## config.mk

```make
export PLATFORM = sky130hd
export DESIGN_NAME = sst_cell
export DESIGN_NICKNAME = d
export VERILOG_FILES = /design/src/sst_pkg.sv /design/src/sst_cell.sv
export SDC_FILE = /design/constraint.sdc
export NUM_CORES = 1
export LEC_CHECK = 0
export ABC_CLOCK_PERIOD_IN_PS = 5040
export BUFFER_PORTS_ARGS = -buffer_cell sky130_fd_sc_hd__buf_2
export CAP_MARGIN = 25
export CORE_MARGIN = 4
export CORE_UTILIZATION = 35
export CTS_CLUSTER_DIAMETER = 150
export CTS_CLUSTER_SIZE = 25
export DETAILED_ROUTE_END_ITERATION = 12
export MAX_ROUTING_LAYER = met4
export PLACE_DENSITY_LB_ADDON = 0.05
export SLEW_MARGIN = 0
export SYNTH_ARGS = -nofsm -noshare
export SYNTH_HDL_FRONTEND = slang
export SYNTH_SLANG_ARGS = --single-unit
```

## constraint.sdc

```tcl
create_clock -name i_clk -period 5.04 [get_ports i_clk]
set_input_delay 1.008 -clock i_clk [delete_from_list [all_inputs] [get_ports i_clk]]
set_output_delay 1.008 -clock i_clk [all_outputs]
set_load 0.005 [all_outputs]
```

## src/sst_pkg.sv

```systemverilog
// Types and constants of the sprite sort batcher.
`default_nettype none
package sst_pkg;
    localparam int DEPTH_W  = 16;
    localparam int TEX_W    = 16;
    localparam int IDX_W    = 6;
    localparam int BOFF_W   = 9;
    localparam int VERTS_PER_SPRITE = 6;
    localparam int APB_AW   = 3;
    localparam int APB_DW   = 32;

    localparam logic [APB_AW-1:0] ADDR_SORT_MODE = 3'd0;

    localparam logic [1:0] MODE_BACK_TO_FRONT = 2'd0;
    localparam logic [1:0] MODE_FRONT_TO_BACK = 2'd1;
    localparam logic [1:0] MODE_BY_TEXTURE    = 2'd2;

    localparam logic REQ_LOAD = 1'b0;
    localparam logic REQ_END  = 1'b1;

    typedef logic [1:0] t_mode;

    typedef struct packed {
        logic signed [DEPTH_W-1:0] depth;
        logic [TEX_W-1:0]          tex;
        logic [IDX_W-1:0]          idx;
    } t_rec;

    typedef struct packed {
        logic load;
        logic take_left;
        logic take_right;
    } t_cell_ctl;
endpackage
`default_nettype wire

```

## src/sst_cell.sv

```systemverilog
// One cell of the sort row: holds a record, compares with its left neighbour.
`default_nettype none
module sst_cell (
    input  wire logic               i_clk,
    input  wire sst_pkg::t_mode     i_mode,
    input  wire sst_pkg::t_cell_ctl i_ctl,
    input  wire sst_pkg::t_rec      i_new,
    input  wire sst_pkg::t_rec      i_left,
    input  wire sst_pkg::t_rec      i_right,
    output sst_pkg::t_rec           o_rec,
    output logic                    o_before_left
);
    import sst_pkg::*;

    t_rec r_rec;
    t_rec n_rec;

    // strict ordering only, so equal keys never swap (stable)
    always_comb begin
        case (i_mode)
            MODE_BACK_TO_FRONT: o_before_left = $signed(r_rec.depth) > $signed(i_left.depth);
            MODE_FRONT_TO_BACK: o_before_left = $signed(r_rec.depth) < $signed(i_left.depth);
            MODE_BY_TEXTURE:    o_before_left = r_rec.tex < i_left.tex;
            default:            o_before_left = 1'b0;
        endcase
    end

    always_comb begin
        if (i_ctl.load) begin
            n_rec = i_new;
        end else if (i_ctl.take_left) begin
            n_rec = i_left;
        end else if (i_ctl.take_right) begin
            n_rec = i_right;
        end else begin
            n_rec = r_rec;
        end
    end

    always_ff @(posedge i_clk) begin
        r_rec <= n_rec;
    end

    assign o_rec = r_rec;
endmodule
`default_nettype wire

```

Word level (Yosys, flattened, before mapping)
Index checks and enable logic that the tools add are counted.
- order comparisons: 3
- equal/unequal tests: 2
- mux-type cells: 4
- reduce and logical (&&, ||, !) cells: 2
- operators with widths (kind ; count):
    $mux W38 ; 3
    $lt A16 B16 Y1 ; 2
    $gt A16 B16 Y1 ; 1
    $pmux W1 S3 ; 1
    $reduce_bool A3 Y1 ; 1
    $eq A2 B1 Y1 const B ; 1
    $eq A2 B2 Y1 const B ; 1
    $logic_not A2 Y1 ; 1
- bits in registers: 38
- input bits: 120
- word-level logic and storage cells: 14

Longest topological paths before layout
- word-level depth: 3
- gate-level depth with buffers: 8
- mapped depth without buffers: 8

Least setup slack after synthesis
Ideal clock, no wire load.
- path type: input -> output
- from: in i_left[36] (netlist name)
- to: out o_before_left
- arrival: 2.370 ns
- path slack: 1.662 ns
- stages: 8
- path buffers: 0
- path through: inv_1 -> ha_1 -> a21oi_2 -> nand2_1 -> a22oi_1 -> or4b_1 -> a21oi_1 -> nand3b_1
- cells in the longest elaborated chain, start to end: 2
- elaborated cells between the ends (all ways): 3
- ends and longest elaborated chain (element ; line ; text):
    from (decl) ; sst_cell.sv:8 ; input wire sst_pkg::t_rec i_left,
    $lt A16 B16 Y1 / $gt A16 B16 Y1 (equally long branches) ; sst_cell.sv:22, sst_cell.sv:21 ;
    $pmux W1 S3 (*) ; sst_cell.sv:20 ; case (i_mode)
    to (decl) ; sst_cell.sv:11 ; output logic o_before_left
Every way passes the cells marked *; elsewhere a longest branch is shown, timed or not.

Final worst setup path
Same ends and word-level chain as after synthesis.

==> flow_summary.json <==
{
  "status": "complete, no violations",
  "synth_top_family_by_area": "adder cells",
  "avgSynthCellArea_um2": 9.75,
  "arrival_ps": 2690,
  "die-area_um2": 9400,
  "slew_headroom": 0.389,
  "syn_inst": 284,
  "io_buffers": 158,
  "antenna_found_initial": 0,
  "critPathKind": "in -> out",
  "core_um2": 7730,
  "mostFrequentLayoutCells": "buf_2 (158), nand2_1 (44), o21ai_0 (43)",
  "slew_viol_final": 0,
  "synth_fa_ha_area_frac": 0.140,
  "start_kind": "primary input",
  "grt_overflow": 0,
  "synth_xor_area_frac": 0,
  "cp.buffers_inverters": 3,
  "grt_pass1_vias": 2453,
  "hold_buffers": 0,
  "cts_made_buffers": 5,
  "diodes": 0,
  "rows": 32,
  "power_density_nw_per_um2": 229,
  "rsz0062_at_grt": "no",
  "final_common_cell": "buf_2",
  "cts.htree.levels": 2,
  "grt_pass1_wl_um": 11500,
  "place_hpwl_um": 5520,
  "drt_iter0_markers": 43,
  "clockBufferDepth": 2,
  "root_buffer": "clkbuf_8",
  "wl_per_cell_um": 13.1,
  "max_freq_mhz": 270,
  "grt_max_degree": 78,
  "start_util": 0.358,
  "yosysWarnings": 0,
  "drt_drc_violations_left": 0,
  "dp_cells": 533,
  "post-place-ws_ps": 1270,
  "finalSetupTns_ps": 0,
  "finalNonFillerCells": 541,
  "power_mw": 0.855,
  "synth-simple-area-share": 0.108,
  "finalCritPeriodShare": 0.734,
  "post_cts_buffers": 0,
  "drtAntennaViolNets": 0,
  "area_growth_pct": 34.7,
  "largest_register_ffs": 38,
  "end_kind": "output port",
  "syn_area_um2": 2770,
  "post-route-util": 0.483,
  "clk_pin_slew_ps": 80,
  "hold_path.class": "in -> reg",
  "final_layout_size_suffix_gt1_frac": 0.387,
  "grt_usage": 0.152,
  "drtPass1Iterations": 4,
  "leakagePower_nw": 2.00,
  "routed_wl_um": 7080,
  "cp_top_family": "simple AND/OR/NAND/NOR gates",
  "cpMaxStageDelayCell": "or4b_1",
  "cts_tree": "yes",
  "finalCriticalPeriod_ps": 3700,
  "cpPeakStageDelay_ps": 470,
  "clock_sink_count": 38,
  "hold_viol": 0,
  "crit_path_max_fanout": 3,
  "crit_path_frequent_cell": "buf_2",
  "required_ps": 4030,
  "yosysSeqAreaShare": 0.412,
  "setup_violations": 0,
  "peakVddDrop_mv": 0.109,
  "synthMuxAreaShare": 0.137,
  "syn-num-nets": 435,
  "fin_ws_ps": 1340,
  "die_y_um": 96.9,
  "cap_violations": 0,
  "crit_chain": "buf_2 > inv_1 > ha_1 > a21oi_2 > nand2_1 > a22oi_1 > or4b_1 > a21oi_1 > nand3b_1 > buf_2",
  "max_slew.worst_pin.slew_ps": 916,
  "num_io_pins": 159,
  "gp_congestion": 0.763,
  "num_vias": 2524,
  "die_x_um": 96.9,
  "synth_compound_area_frac": 0.139,
  "nets": 589,
  "yosysUniqueCellTypes": 32,
  "postCtsResizedCells": 0,
  "via_per_inst": 4.67,
  "ys_ff_latch": 38
}
-- metal layers --
| layer | vias up | global-route usage | wire length [µm] |
|---|---|---|---|
| met2 | 88 | 0.241 | 3290 |
| met5 | - | - | 0 |
| met4 | 0 | 0.0389 | 74 |
| met1 | 1104 | 0.195 | 3160 |
| li1 | 1327 | - | - |
| met3 | 5 | 0.0389 | 547 |
-- report_power, final --
group	total, mW	internal [mW]	leakage [nW]	switching, mW
Clock	0.203	0.0952	0.0426	0.108
Sequential	0.407	0.391	0.402	0.0166
Combinational	0.245	0.124	1.55	0.120
Total	0.855	0.610	2.00	0.245
-- layout make-up --
class                           instances  area (µm²)
Clock buffer                            6        72.6
Clock inverter                          2        8.76
Fill cell                             796        4000
Inverter                               32         120
Multi-Input combinational cell        201        1450
Sequential cell                        38        1140
Tap cell                              102         128
Timing Repair Buffer                  160         806
-- metrics by stage --
stage          hold WS, ps  instance area [µm²]
2_1_floorplan         1200                 2770
3_3_place_gp          1280                 3650
5_1_grt                977                 3730
4_1_cts                987                 3730
3_5_place_dp          1290                 3650
6_report               996                 3730
-- synth_stat cells --
cell	n	share of area
buf_2	3	0.0054
or3_1	2	0.0045
o21a_1	2	0.0054
mux2i_1	38	0.14
ha_1	31	0.14
inv_1	32	0.043
a21boi_1	1	0.0027
a211oi_1	1	0.0027
nor2_1	3	0.0041
a41o_1	1	0.0036
o21bai_1	1	0.0027
buf_4	1	0.0027
clkbuf_1	9	0.012
nor2b_1	1	0.0023
nor3b_1	2	0.0054
a21o_1	5	0.014
a211o_1	1	0.0032
edfxtp_1	38	0.41
nand2_1	44	0.060
a21oi_2	1	0.0032
nor3_1	1	0.0018
nand2b_1	1	0.0023
nor4_2	1	0.0045
a21oi_1	10	0.018
o21ai_0	43	0.078
o221ai_1	1	0.0032
nand4_1	2	0.0045
nand3_1	3	0.0054
or4b_1	1	0.0036
a22oi_1	1	0.0027
nand4_2	1	0.0045
nand3b_1	2	0.0054
-- cells by family after synthesis --
group / Yosys count
buf+inv: 45
simple gates: 64
flops: 38
mux: 38
compound gates: 68
fa+ha+maj: 31
-- worst paths after layout --
path  cells after the start  slack [ps]       endpoint       start
min                       3        1000      o_rec[31]   i_new[31]
max                      10        1340  o_before_left  i_left[36]
-- tightest hold or removal path, stage by stage --
cell and delay [ps]:
buf_2 70, nand2_1 40, o21ai_0 60
Note: power is estimated with default switching activity, not from simulation.
